===== src/sv/smrf_pkg.sv =====
// ----------------------------------------------------------------------------
// smrf_pkg
// Shared types, access codes and reset values of the sm83 register file.
// ----------------------------------------------------------------------------
package smrf_pkg;

  // access codes
  localparam logic [3:0] ACT_RD8      = 4'd0;
  localparam logic [3:0] ACT_WR8      = 4'd1;
  localparam logic [3:0] ACT_RD16     = 4'd2;
  localparam logic [3:0] ACT_WR16     = 4'd3;
  localparam logic [3:0] ACT_RDSTK    = 4'd4;
  localparam logic [3:0] ACT_WRSTK    = 4'd5;
  localparam logic [3:0] ACT_POINTER  = 4'd6;
  localparam logic [3:0] ACT_COND     = 4'd7;
  localparam logic [3:0] ACT_SETFLAGS = 4'd8;
  localparam logic [3:0] ACT_FETCHPC  = 4'd9;

  // r8 codes
  localparam logic [2:0] R8_B   = 3'd0;
  localparam logic [2:0] R8_C   = 3'd1;
  localparam logic [2:0] R8_D   = 3'd2;
  localparam logic [2:0] R8_E   = 3'd3;
  localparam logic [2:0] R8_H   = 3'd4;
  localparam logic [2:0] R8_L   = 3'd5;
  localparam logic [2:0] R8_MEM = 3'd6;
  localparam logic [2:0] R8_A   = 3'd7;

  // pair codes (low two bits of reg_code)
  localparam logic [1:0] PAIR_BC  = 2'd0;
  localparam logic [1:0] PAIR_DE  = 2'd1;
  localparam logic [1:0] PAIR_HL  = 2'd2;
  localparam logic [1:0] PAIR_TOP = 2'd3;  // SP, AF or HL- by action

  // condition codes
  localparam logic [1:0] COND_NZ = 2'd0;
  localparam logic [1:0] COND_Z  = 2'd1;
  localparam logic [1:0] COND_NC = 2'd2;
  localparam logic [1:0] COND_C  = 2'd3;

  // flag operations
  localparam logic [1:0] FOP_CLEAR = 2'd0;
  localparam logic [1:0] FOP_SET   = 2'd1;

  // flag bit positions in F
  localparam int FLAG_Z_BIT = 7;
  localparam int FLAG_N_BIT = 6;
  localparam int FLAG_H_BIT = 5;
  localparam int FLAG_C_BIT = 4;

  localparam logic [7:0] F_HI_MASK = 8'hF0;

  // reset values
  localparam logic [7:0]  RST_A  = 8'h01;
  localparam logic [7:0]  RST_B  = 8'h00;
  localparam logic [7:0]  RST_C  = 8'h13;
  localparam logic [7:0]  RST_D  = 8'h00;
  localparam logic [7:0]  RST_E  = 8'hD8;
  localparam logic [7:0]  RST_H  = 8'h01;
  localparam logic [7:0]  RST_L  = 8'h4D;
  localparam logic [15:0] RST_SP = 16'hFFFE;
  localparam logic [15:0] RST_PC = 16'h0100;
  localparam logic [7:0]  RST_F_BASE  = 8'b1000_0000;
  localparam logic [7:0]  RST_F_EXTRA = 8'b0011_0000;

  typedef struct packed {
    logic [1:0]  carry_op;
    logic [1:0]  half_carry_op;
    logic [1:0]  subtract_op;
    logic [1:0]  zero_op;
    logic [1:0]  cond_code;
    logic [15:0] write_value;
    logic [2:0]  reg_code;
    logic [3:0]  action;
  } item_t;

  typedef struct packed {
    logic        bad_code;
    logic        cond_true;
    logic [15:0] read_data;
  } result_t;

  function automatic logic [7:0] flags_reset(input logic checksum_zero);
    return checksum_zero ? RST_F_BASE : (RST_F_BASE | RST_F_EXTRA);
  endfunction

  function automatic logic flag_apply(input logic cur, input logic [1:0] op);
    logic v;
    v = cur;
    if (op == FOP_SET) v = 1'b1;
    else if (op == FOP_CLEAR) v = 1'b0;
    return v;
  endfunction

endpackage


===== src/sv/smrf_in_reg.sv =====
// ----------------------------------------------------------------------------
// smrf_in_reg
// Input register: holds one access item until the execute stage takes it.
// ----------------------------------------------------------------------------
module smrf_in_reg (
  input  logic           clk,
  input  logic           rst_n,
  input  logic           in_tvalid,
  output logic           in_tready,
  input  smrf_pkg::item_t in_item,
  output logic           item_vld,
  output smrf_pkg::item_t item,
  input  logic           item_take
);
  import smrf_pkg::*;

  logic  vld_r;
  logic  vld_nxt;
  item_t item_r;

  // refill in the same cycle the held item moves on
  assign in_tready = !vld_r || item_take;
  assign vld_nxt   = (in_tvalid && in_tready) || (vld_r && !item_take);

  always_ff @(posedge clk) begin
    if (!rst_n) begin
      vld_r <= 1'b0;
    end else begin
      vld_r <= vld_nxt;
    end
  end

  always_ff @(posedge clk) begin
    if (in_tvalid && in_tready) begin
      item_r <= in_item;
    end
  end

  assign item_vld = vld_r;
  assign item     = item_r;

endmodule


===== src/sv/smrf_exec.sv =====
// ----------------------------------------------------------------------------
// smrf_exec
// Architectural registers, access decode and the result register.
// ----------------------------------------------------------------------------
module smrf_exec (
  input  logic             clk,
  input  logic             rst_n,
  input  logic             cfg_wr_en,
  input  logic             cfg_wr_data,
  input  logic             item_vld,
  input  smrf_pkg::item_t  item,
  output logic             item_take,
  output logic             out_tvalid,
  input  logic             out_tready,
  output smrf_pkg::result_t result
);
  import smrf_pkg::*;

  logic [7:0]  a_r, f_r, b_r, c_r, d_r, e_r, h_r, l_r;
  logic [7:0]  a_nxt, f_nxt, b_nxt, c_nxt, d_nxt, e_nxt, h_nxt, l_nxt;
  logic [15:0] sp_r, pc_r, sp_nxt, pc_nxt;
  logic        ovld_r, ovld_nxt;
  result_t     res_r, res_nxt;

  logic        pair_ok;
  logic [1:0]  pair;
  logic [15:0] hl;
  logic [15:0] hl_step;
  logic [15:0] pair_rd;
  logic [15:0] stk_rd;

  assign item_take = item_vld && (!ovld_r || out_tready);
  assign ovld_nxt  = item_take || (ovld_r && !out_tready);

  assign pair_ok = (item.reg_code[2] == 1'b0);
  assign pair    = item.reg_code[1:0];
  assign hl      = {h_r, l_r};
  assign hl_step = (pair == PAIR_HL) ? hl + 16'd1 : hl - 16'd1;

  always_comb begin
    case (pair)
      PAIR_BC: pair_rd = {b_r, c_r};
      PAIR_DE: pair_rd = {d_r, e_r};
      PAIR_HL: pair_rd = hl;
      default: pair_rd = sp_r;
    endcase
    stk_rd = (pair == PAIR_TOP) ? {a_r, f_r} : pair_rd;
  end

  always_comb begin
    a_nxt = a_r; f_nxt = f_r; b_nxt = b_r; c_nxt = c_r;
    d_nxt = d_r; e_nxt = e_r; h_nxt = h_r; l_nxt = l_r;
    sp_nxt = sp_r; pc_nxt = pc_r;
    res_nxt = '0;

    case (item.action)
      ACT_RD8, ACT_WR8: begin
        if (item.reg_code == R8_MEM) begin
          res_nxt.bad_code = 1'b1;
        end else if (item.action == ACT_RD8) begin
          case (item.reg_code)
            R8_B:    res_nxt.read_data = {8'h00, b_r};
            R8_C:    res_nxt.read_data = {8'h00, c_r};
            R8_D:    res_nxt.read_data = {8'h00, d_r};
            R8_E:    res_nxt.read_data = {8'h00, e_r};
            R8_H:    res_nxt.read_data = {8'h00, h_r};
            R8_L:    res_nxt.read_data = {8'h00, l_r};
            default: res_nxt.read_data = {8'h00, a_r};
          endcase
        end else begin
          case (item.reg_code)
            R8_B:    b_nxt = item.write_value[7:0];
            R8_C:    c_nxt = item.write_value[7:0];
            R8_D:    d_nxt = item.write_value[7:0];
            R8_E:    e_nxt = item.write_value[7:0];
            R8_H:    h_nxt = item.write_value[7:0];
            R8_L:    l_nxt = item.write_value[7:0];
            default: a_nxt = item.write_value[7:0];
          endcase
        end
      end
      ACT_RD16, ACT_RDSTK: begin
        if (!pair_ok) res_nxt.bad_code = 1'b1;
        else res_nxt.read_data = (item.action == ACT_RDSTK) ? stk_rd : pair_rd;
      end
      ACT_WR16, ACT_WRSTK: begin
        if (!pair_ok) begin
          res_nxt.bad_code = 1'b1;
        end else begin
          case (pair)
            PAIR_BC: begin
              b_nxt = item.write_value[15:8]; c_nxt = item.write_value[7:0];
            end
            PAIR_DE: begin
              d_nxt = item.write_value[15:8]; e_nxt = item.write_value[7:0];
            end
            PAIR_HL: begin
              h_nxt = item.write_value[15:8]; l_nxt = item.write_value[7:0];
            end
            default: begin
              if (item.action == ACT_WRSTK) begin
                a_nxt = item.write_value[15:8];
                f_nxt = item.write_value[7:0] & F_HI_MASK;
              end else begin
                sp_nxt = item.write_value;
              end
            end
          endcase
        end
      end
      ACT_POINTER: begin
        if (!pair_ok) begin
          res_nxt.bad_code = 1'b1;
        end else if (pair == PAIR_BC || pair == PAIR_DE) begin
          res_nxt.read_data = pair_rd;
        end else begin
          // hl+ and hl- hand out the old value, then step with wrap
          res_nxt.read_data = hl;
          h_nxt = hl_step[15:8];
          l_nxt = hl_step[7:0];
        end
      end
      ACT_COND: begin
        case (item.cond_code)
          COND_NZ: res_nxt.cond_true = !f_r[FLAG_Z_BIT];
          COND_Z:  res_nxt.cond_true = f_r[FLAG_Z_BIT];
          COND_NC: res_nxt.cond_true = !f_r[FLAG_C_BIT];
          default: res_nxt.cond_true = f_r[FLAG_C_BIT];
        endcase
      end
      ACT_SETFLAGS: begin
        f_nxt[FLAG_Z_BIT] = flag_apply(f_r[FLAG_Z_BIT], item.zero_op);
        f_nxt[FLAG_N_BIT] = flag_apply(f_r[FLAG_N_BIT], item.subtract_op);
        f_nxt[FLAG_H_BIT] = flag_apply(f_r[FLAG_H_BIT], item.half_carry_op);
        f_nxt[FLAG_C_BIT] = flag_apply(f_r[FLAG_C_BIT], item.carry_op);
      end
      ACT_FETCHPC: begin
        res_nxt.read_data = pc_r;
        pc_nxt = pc_r + 16'd1;
      end
      default: begin
        res_nxt.bad_code = 1'b1;
      end
    endcase
  end

  always_ff @(posedge clk) begin
    if (!rst_n) begin
      a_r  <= RST_A;
      f_r  <= flags_reset(1'b0);
      b_r  <= RST_B;
      c_r  <= RST_C;
      d_r  <= RST_D;
      e_r  <= RST_E;
      h_r  <= RST_H;
      l_r  <= RST_L;
      sp_r <= RST_SP;
      pc_r <= RST_PC;
      ovld_r <= 1'b0;
    end else begin
      ovld_r <= ovld_nxt;
      if (cfg_wr_en) begin
        // checksum setting reloads F with its reset value
        f_r <= flags_reset(cfg_wr_data);
      end else if (item_take) begin
        f_r <= f_nxt;
      end
      if (item_take) begin
        a_r  <= a_nxt;
        b_r  <= b_nxt;
        c_r  <= c_nxt;
        d_r  <= d_nxt;
        e_r  <= e_nxt;
        h_r  <= h_nxt;
        l_r  <= l_nxt;
        sp_r <= sp_nxt;
        pc_r <= pc_nxt;
      end
    end
  end

  always_ff @(posedge clk) begin
    if (item_take) begin
      res_r <= res_nxt;
    end
  end

  assign out_tvalid = ovld_r;
  assign result     = res_r;

`ifndef SYNTHESIS
  a_f_low_zero: assert property (@(posedge clk) disable iff (!rst_n)
    f_r[3:0] == 4'h0)
    else $error("low nibble of F is not zero");

  a_bad_clean: assert property (@(posedge clk) disable iff (!rst_n)
    (ovld_r && res_r.bad_code) |-> (res_r.read_data == 16'h0 && !res_r.cond_true))
    else $error("rejected access carries data");

  a_pc_step: assert property (@(posedge clk) disable iff (!rst_n)
    (item_take && item.action == ACT_FETCHPC && !cfg_wr_en)
      |=> (pc_r == $past(pc_r) + 16'd1))
    else $error("pc did not step on fetch");

  a_bad_keeps_state: assert property (@(posedge clk) disable iff (!rst_n)
    (item_take && res_nxt.bad_code && !cfg_wr_en)
      |=> ($stable(pc_r) && $stable(sp_r) && $stable({h_r, l_r}) && $stable(f_r)))
    else $error("rejected access changed state");
`endif

endmodule


===== src/sv/sm83_register_file_core.sv =====
// ----------------------------------------------------------------------------
// sm83_register_file_core
// Register file of an 8-bit handheld cpu core with a streaming access port.
// ----------------------------------------------------------------------------
// Each input item is one access: in_tuser carries the action code, in_tdata
// the register code, write value, condition code and the four flag ops.
// Each accepted item yields exactly one result item on the out_ channel
// (read data, condition result and an invalid-code flag).
// An accepted item is held in the input register, then passes the decode and
// register update into the result register, which drives out_tvalid. The core
// takes one item per cycle while out_tready does not stall the result; the
// register update and the result for an item happen in the same cycle, so the
// next item always sees the state the previous one left.
// When the receiver stalls, the result register holds its item and the input
// register takes one more item, then in_tready drops until out_tready returns.
// Reset (rst_n low, synchronous) loads the power-up register values, clears
// the checksum setting (F reads 0xB0) and empties both registers.
// cfg_wr_en writes header_checksum_zero and reloads F with its reset value;
// write it only while no item is in flight.
// ----------------------------------------------------------------------------
module sm83_register_file_core (
  input  logic        clk,
  input  logic        rst_n,
  input  logic        cfg_wr_en,
  input  logic        cfg_wr_data,   // header_checksum_zero
  input  logic        in_tvalid,
  output logic        in_tready,
  // [2:0] reg_code, [18:3] write_value, [20:19] cond_code, [22:21] zero_op,
  // [24:23] subtract_op, [26:25] half_carry_op, [28:27] carry_op, [31:29] zero
  input  logic [31:0] in_tdata,
  input  logic [3:0]  in_tuser,      // [3:0] action
  output logic        out_tvalid,
  input  logic        out_tready,
  // [15:0] read_data, [16] cond_true, [17] bad_code, [23:18] zero
  output logic [23:0] out_tdata
);
  import smrf_pkg::*;

  item_t   in_item;
  item_t   item;
  logic    item_vld;
  logic    item_take;
  result_t result;

  always_comb begin
    in_item.action        = in_tuser;
    in_item.reg_code      = in_tdata[2:0];
    in_item.write_value   = in_tdata[18:3];
    in_item.cond_code     = in_tdata[20:19];
    in_item.zero_op       = in_tdata[22:21];
    in_item.subtract_op   = in_tdata[24:23];
    in_item.half_carry_op = in_tdata[26:25];
    in_item.carry_op      = in_tdata[28:27];
  end

  smrf_in_reg u_in_reg (
    .clk       (clk),
    .rst_n     (rst_n),
    .in_tvalid (in_tvalid),
    .in_tready (in_tready),
    .in_item   (in_item),
    .item_vld  (item_vld),
    .item      (item),
    .item_take (item_take)
  );

  smrf_exec u_exec (
    .clk         (clk),
    .rst_n       (rst_n),
    .cfg_wr_en   (cfg_wr_en),
    .cfg_wr_data (cfg_wr_data),
    .item_vld    (item_vld),
    .item        (item),
    .item_take   (item_take),
    .out_tvalid  (out_tvalid),
    .out_tready  (out_tready),
    .result      (result)
  );

  assign out_tdata = {6'b0, result.bad_code, result.cond_true, result.read_data};

endmodule

===== config.mk =====
export PLATFORM = sky130hd
export DESIGN_NAME = sm83_register_file_core
export DESIGN_NICKNAME = d
export VERILOG_FILES = /design/src/sv/smrf_pkg.sv /design/src/sv/smrf_in_reg.sv /design/src/sv/smrf_exec.sv /design/src/sv/sm83_register_file_core.sv
export SDC_FILE = /design/constraint.sdc
export NUM_CORES = 1
export LEC_CHECK = 0
export ABC_AREA = 1
export BUFFER_PORTS_ARGS = -buffer_cell sky130_fd_sc_hd__buf_2
export CORE_MARGIN = 4
export CORE_UTILIZATION = 40
export DETAILED_ROUTE_END_ITERATION = 8
export GPL_TIMING_DRIVEN = 0
export PLACE_DENSITY = 0.68
export SYNTH_ARGS = -nofsm -noshare
export SYNTH_HDL_FRONTEND = slang
export SYNTH_SLANG_ARGS = --single-unit

===== constraint.sdc =====
create_clock -name clk -period 2.6 [get_ports clk]
set_clock_uncertainty 0.15 [all_clocks]
set_input_delay 0.52 -clock clk [delete_from_list [all_inputs] [get_ports clk]]
set_output_delay 0.52 -clock clk [all_outputs]
set_load 0.01 [all_outputs]

==> metrics.cfg, run 1 <==
[synth]
synth_compound_area_share_pct=14.0
synthSimpleGateAreaFrac_pct=34.4
yosys_warnings=0
synth_cell_types=46
avgSynthCellArea_sq_um=7.05
yosysSeqAreaShare_pct=39.4
netlist.area_leader.share_pct=21.7
async_flop_share_pct=0
synth_top_family_by_area=simple AND/OR/NAND/NOR gates
synthTopCellsByArea=dfxtp_1, edfxtp_1, nand2_1
synthCells=1228
yosysTopAreaCell=dfxtp_1
synth.mux.area_fraction_pct=0.116
ys_seq_elements=145
synth-edff-count=51
synthesis.area_sq_um=8650
synth_flop_cell=dfxtp_1
synth_fa_ha_area_share_pct=2.69
synthXorXnorAreaFrac_pct=0.709

[route]
first_iter_violations=932
final_antenna_net_count=0
avgRoutedWirePerCell_um=18.8
detail_route.vias_per_cell=5.43
routed_wl_mm=30.2
drcViolationCount=0
first_pass_iters=6
vias=8706

[grt]
grt_max_degree=34
grt_pass1_vias=8177
gr-usage-met2_pct=40.7
grt_use_met1_pct=32.7
grt-ovfl-total=0
grt.busiest_layer=met2
antenna_found_initial=0
use_met3_pct=5.06
grt_usage_pct=24.9
grt_first_pass_wirelength_mm=46.3

[sta]
setup_viol=0
hold_viol_final=0
fin_crit_sh_pct=95.4
worstMarginPinSlew_ns=1.20
fin_ws_ns=0.118
whs_ns=0.113
slew_violations=0
fmax_mhz=403
fin_crit_ns=2.48
rsz0062_at_grt=no
slew_headroom_pct=19.9

[setup_path]
worstPathRequired_ns=2.74
cp.arrival_ns=2.63
cp-end-kind=flop
cp-start-kind=flop
cp_slowest_cell=clkbuf_1
critPathTopFamily=compound AO/OA/AOI/OAI gates
critPathBufInv=2
crit_type=flop to flop
cpPeakStageDelay_ns=0.43
crit_fanout=11
crit_chain=buf_4 -> nand2_1 -> clkbuf_1 -> nor2_1 -> o21ai_0 -> o21ai_0 -> a21oi_1 -> a21oi_1 -> nand2_1

[layout]
area_growth_pct=16.2
fin_util_pct=47.5
antenna_cells=0
fin_nets=1374
layout-drive-gt1-share_pct=15.1

[floorplanning]
die_h_um=155
row_count=53
die_w_um=155
core_sq_um=21200
ios=68
dieArea_sq_um=24000
start_util_pct=40.9

[clock_network]
clock-root-buffer=clkbuf_16
cts_sinks=145
numCtsBuffers=17
ctsLongestPathBuffers=2
htreeDepth=4
clk_latency_ns=0.43
clk_pin_slew_ns=0.06
cts_tree=yes

[pwr]
finalPower_mw=5.80
power.density_nw_per_um2=577
total_leakage_power_nw=4.55
peakVddDrop_v=0.000437

[hold_path]
min_path_type=primary input to flop

[place]
port_buffers=58
dpl_worst_slack_ns=-0.643
gp_congestion=1.06
post-dp-hpwl_mm=23.4

[outcome]
status=finished, final reports clean

[flow_run]
drv_cap=0

==> layer usage <==
layer  vias up  share of wire (%)
met5         -                  0
met4         0                4.1
met3        85                8.5
met2       438                 45
met1      3979                 42
li1       4204                  -
==> stage by stage <==
stage	TNS, ns	instance area, sq um	std cells
after global placement	-21.10	9310	1566
after detailed placement	-23.36	9310	1566
final	0	10100	1602
after global routing	0	10100	1602
after CTS	0	9910	1599
after floorplan	0	8670	1233
==> timing repair <==
item,in CTS,in global routing
pin swaps,0,1
hold buffers,0,0
buffers inserted,0,2
resized for setup,5,16
setup endpoints to repair,49,35
cloned,1,1
==> worst paths after layout <==
kind / from / to / slack (ns) / depth (start not counted)
worst min register to register: u_in_reg.item_vld / u_exec.out_tvalid / 0.33 / 2
worst max-delay path: u_in_reg.item[5] / u_exec.result[4] / 0.12 / 9
worst min-delay path: in_tdata[25] / u_in_reg.item[29] / 0.11 / 1
worst max register to register: u_in_reg.item[5] / u_exec.result[4] / 0.12 / 9
==> cells by family (layout without fill, tap and decap cells) <==
family                   count (synthesis)  in the layout
adder cells (fa/ha/maj)                 18             18
multiplexers                             1              1
buffers and inverters                  177            270
XOR/XNOR                                 7              7
AO/OA/AOI/OAI                          208            208
flip-flops                             145            145
other                                    1              6
AND/OR/NAND/NOR                        671            672
==> area by class of cell <==
| cell class | count | area (sq um) |
|---|---|---|
| Fill cell | 2134 | 11100 |
| Multi-Input combinational cell | 912 | 4650 |
| Clock inverter | 10 | 85.1 |
| Inverter | 132 | 502 |
| Buffer | 45 | 251 |
| Timing Repair inverter | 1 | 5.00 |
| Sequential cell | 145 | 3410 |
| Timing Repair Buffer | 60 | 305 |
| Clock buffer | 22 | 497 |
| Tap cell | 275 | 344 |
==> cells in the final DEF (no fill, tap or decap), types with 12 or more instances in the layout <==
cell       Yosys  layout
clkbuf_16      0      19
dfxtp_1       94      94
o21ai_0       86      86
o22ai_1       14      14
edfxtp_1      51      51
o211ai_1      24      24
nor3_1        16      16
nor2_1       141     138
nand3_1       81      81
clkbuf_1      16      18
nand4_1       13      13
a21oi_1       47      47
nand2_2       14      14
buf_2         12      70
nand2_1      355     354
buf_4         10      12
inv_1        122     120
o21ai_1       13      13
==> where the power goes <==
group,internal (mW),switching [mW]
clock,1.39,1.05
combinational,0.272,0.593
sequential,2.43,0.0658
==> worst register-to-register path: stages, from the launching register on <==
cell and delay [ns]:
edfxtp_1 0.40, buf_4 0.22, nand2_1 0.17, clkbuf_1 0.43, nor2_1 0.08, o21ai_0 0.16, o21ai_0 0.13, a21oi_1 0.41
a21oi_1 0.10, nand2_1 0.10
==> Yosys cell counts (all sizes together), types with 6 or more instances <==
cell type,count
nor3,18
a21oi,51
nand2,378
nor2,157
dfxtp,94
inv,132
nand3b,10
nand3,83
clkbuf,16
o211ai,24
edfxtp,51
nand4,13
o221ai,6
o21ai,100
o22ai,14
buf,29
or2,7
ha,17
==> sequential cells by signal, indices dropped and copies added, names as in the netlist, 4 cells and up <==
signal	cells
u_exec.l_r	8
u_exec.c_r	8
u_exec.d_r	8
u_in_reg.item	33
u_exec.sp_r	16
u_exec.h_r	8
u_exec.f_r	4
u_exec.result	18
u_exec.b_r	8
u_exec.pc_r	16
u_exec.e_r	8
u_exec.a_r	8
No activity file was read; power rests on OpenSTA's default activity.
==> run 2: changes to the inputs <==
ABC_CLOCK_PERIOD_IN_PS = 2600   (was unset)
BUFFER_PORTS_ARGS = unset   (was -buffer_cell sky130_fd_sc_hd__buf_2)
CELL_PAD_IN_SITES_DETAIL_PLACEMENT = 1   (was unset)
CELL_PAD_IN_SITES_GLOBAL_PLACEMENT = 2   (was unset)
CORE_UTILIZATION = 33   (was 40)
DONT_BUFFER_PORTS = 1   (was unset)
PLACE_DENSITY = 0.85   (was 0.68)
==> run 2 against run 1 <==
Die area increased by 20%. Worst setup slack worse by 0.040 ns. Core utilization is 9.4 points lower. Hold slack worse by 0.087 ns. Non-clock buffer count decreased by 56. Fmax decreased by 1.6%. Global-route usage is 1.7 points lower. First-iteration DRC count decreased by 39%. Critical path depth down 1. Combinational power down 2%. Register-to-register slack worse by 0.04 ns. Critical endpoint is now u_exec.b_r[4].
==> metrics.cfg, run 2 (synthesis results as in run 1) <==
[outcome]
status=finished, final reports clean

[grt]
grt-ovfl-total=0  ; unchanged
grt_pass1_vias=8635  ; +5.6%
grt_first_pass_wirelength_mm=50.7  ; +9.6%
grt_max_degree=34  ; unchanged
antenna_found_initial=0  ; unchanged
grt_usage_pct=23.2  ; -1.7 points

[place]
post-dp-hpwl_mm=26.0  ; +11%
gp_congestion=1.00  ; -5.2%
port_buffers=0  ; -100%
post_dp_cell_area_sq_um=9090  ; -2.3%
dpl_worst_slack_ns=-0.768  ; -0.125 ns
dp_cells=1568  ; +0.13%

[sta]
whs_ns=0.0268  ; -0.0866 ns
slew_headroom_pct=27.4  ; +7.5 points
rsz0062_at_grt=no
hold_viol_final=0  ; unchanged
fin_crit_sh_pct=97.0  ; +1.5 points
finalSetupTns_ns=0  ; unchanged
fin_ws_ns=0.0782  ; -0.0402 ns
fmax_mhz=397  ; -1.6%
fin_crit_ns=2.52  ; +0.0402 ns
slew_violations=0  ; unchanged
worstMarginPinSlew_ns=1.08  ; -0.123 ns
setup_viol=0  ; unchanged

[layout]
antenna_cells=0  ; unchanged
largest_reg_flops=33  ; unchanged
layout-drive-gt1-share_pct=11.7  ; -3.3 points
stdcell_count=1606  ; +0.25%
area_growth_pct=14.1
fin_nets=1318  ; -4.1%
fin_area_sq_um=9870  ; -1.8%
fin_util_pct=38.1  ; -9.4 points
final_cell_mix=nand2_1, nor2_1, inv_1, dfxtp_1, o21ai_0
final_common_cell=nand2_1

[setup_path]
crit_chain=nand2_1 -> inv_2 -> nand2_4 -> nand2_4 -> buf_2 -> o21ai_0 -> o21ai_0 -> a21oi_1
crit_fanout=10  ; -1
cp-end-kind=flop
r2r_start=u_in_reg.item[1]
cp_slowest_cell=o21ai_0
worstPathRequired_ns=2.81  ; +0.07 ns
r2r_cells=8  ; -1
cp-start-kind=flop
crit_type=flop to flop
cp.arrival_ns=2.74  ; +0.11 ns
rrSetupSlack_ns=0.08  ; -0.04 ns
critPathTopFamily=compound AO/OA/AOI/OAI gates
critPathBufInv=2  ; unchanged
cpPeakStageDelay_ns=0.85  ; +0.42 ns
cp_num_cells=8  ; -1
r2r-end=u_exec.b_r[4]

[route]
vias=8460  ; -2.8%
final_antenna_net_count=0  ; unchanged
drcViolationCount=0  ; unchanged
first_pass_iters=5  ; -1
detail_route.vias_per_cell=5.27  ; -3.1%
first_iter_violations=573  ; -39%
avgRoutedWirePerCell_um=20.8  ; +10%
routed_wl_mm=33.4  ; +10%

[clock_network]
htreeDepth=4  ; unchanged
cts_tree=yes
numCtsBuffers=17  ; unchanged
clock-root-buffer=clkbuf_16
clk_pin_slew_ns=0.07  ; about the same
hold_buffers=0  ; unchanged
cts_sinks=145  ; unchanged
ctsLongestPathBuffers=2  ; unchanged
clk_latency_ns=0.43  ; about the same

[pwr]
power.switching_mw=1.78  ; +4.3%
internal-power_mw=4.03  ; -1.6%
pwr-share-comb_pct=14.6  ; -0.3 points
pwr-share-clk_pct=42.2  ; +0.2 points
p_seq_share_pct=43.3  ; +0.2 points
power.density_nw_per_um2=588  ; +2.0%
finalPower_mw=5.81  ; +0.17%
p_sw_share_pct=30.6  ; +1.2 points
total_leakage_power_nw=4.33  ; -4.8%
peakVddDrop_v=0.000424  ; -3.1%

[floorplanning]
core_sq_um=25900  ; +22%
die_w_um=170  ; +9.6%
dieArea_sq_um=28900  ; +20%
start_util_pct=33.4  ; -7.5 points
ios=68  ; unchanged
die_h_um=170  ; +9.6%
row_count=59  ; +11%

[flow_run]
drv_cap=0  ; unchanged

[hold_path]
worstHoldStart=in_tdata[24]
holdPathStages=0  ; -1
min_path_type=primary input to flop
hold-path-endpoint=u_in_reg.item[28]

## run 2: cell count changes in the layout (fill, tap and decap cells not counted), sizes merged
cell      change
buf          -57
bufinv        +1
clkbuf        -4
clkinv        +4
clkinvlp      +1
inv           -1
## run 2: worst max-delay path by stage
stage	start	endpoint	slack [ns]
finish	u_in_reg.item[1]	u_exec.b_r[4]	0.08
global route	u_in_reg.item[1]	u_exec.b_r[4]	0.01
CTS	u_exec.out_tvalid	u_exec.d_r[3]	0.01
detailed placement	u_in_reg.item[4]	u_exec.h_r[1]	-0.77
global placement	u_in_reg.item[4]	u_exec.h_r[2]	-0.71
floorplan	u_in_reg.item[4]	u_exec.h_r[5]	0.10
## run 2: power groups by stage
stage / Combinational (mW) / Sequential, mW / Clock [mW]
floorplan: 0.550 / 2.53 / 0
global placement: 0.779 / 2.56 / 0
detailed placement: 0.790 / 2.56 / 0
CTS: 0.804 / 2.51 / 2.49
global route: 0.936 / 2.52 / 2.59
finish: 0.847 / 2.51 / 2.45
## run 2: final cells by class
| class | instances | area (sq um) |
|---|---|---|
| tap | 335 | 419 |
| clock inverter | 15 | 149 |
| clock buffer | 17 | 425 |
| sequential | 145 | 3410 |
| fill | 3273 | 16000 |
| inverter | 132 | 502 |
| buffer | 45 | 255 |
| timing repair buffer | 4 | 50.0 |
| multi-input combinational | 912 | 4650 |
| timing repair inverter | 1 | 5.00 |
## run 2: layer usage
layer,GRT usage [%],part of all wire [%],up-vias
met3,3.72,4.6,61
met4,9.48,3.7,0
met5,0,0,-
li1,-,-,4077
met2,37.5,47,253
met1,31.0,45,4069
## run 2: timing repair
| action | in CTS | in global routing |
|---|---|---|
| resized for setup | 6 | 24 |
| setup buffers | 0 | 3 |
| setup endpoints to repair | 59 | 33 |
| hold endpoints to repair | 0 | 0 |
| pin swaps | 0 | 1 |
| gates cloned | 1 | 1 |
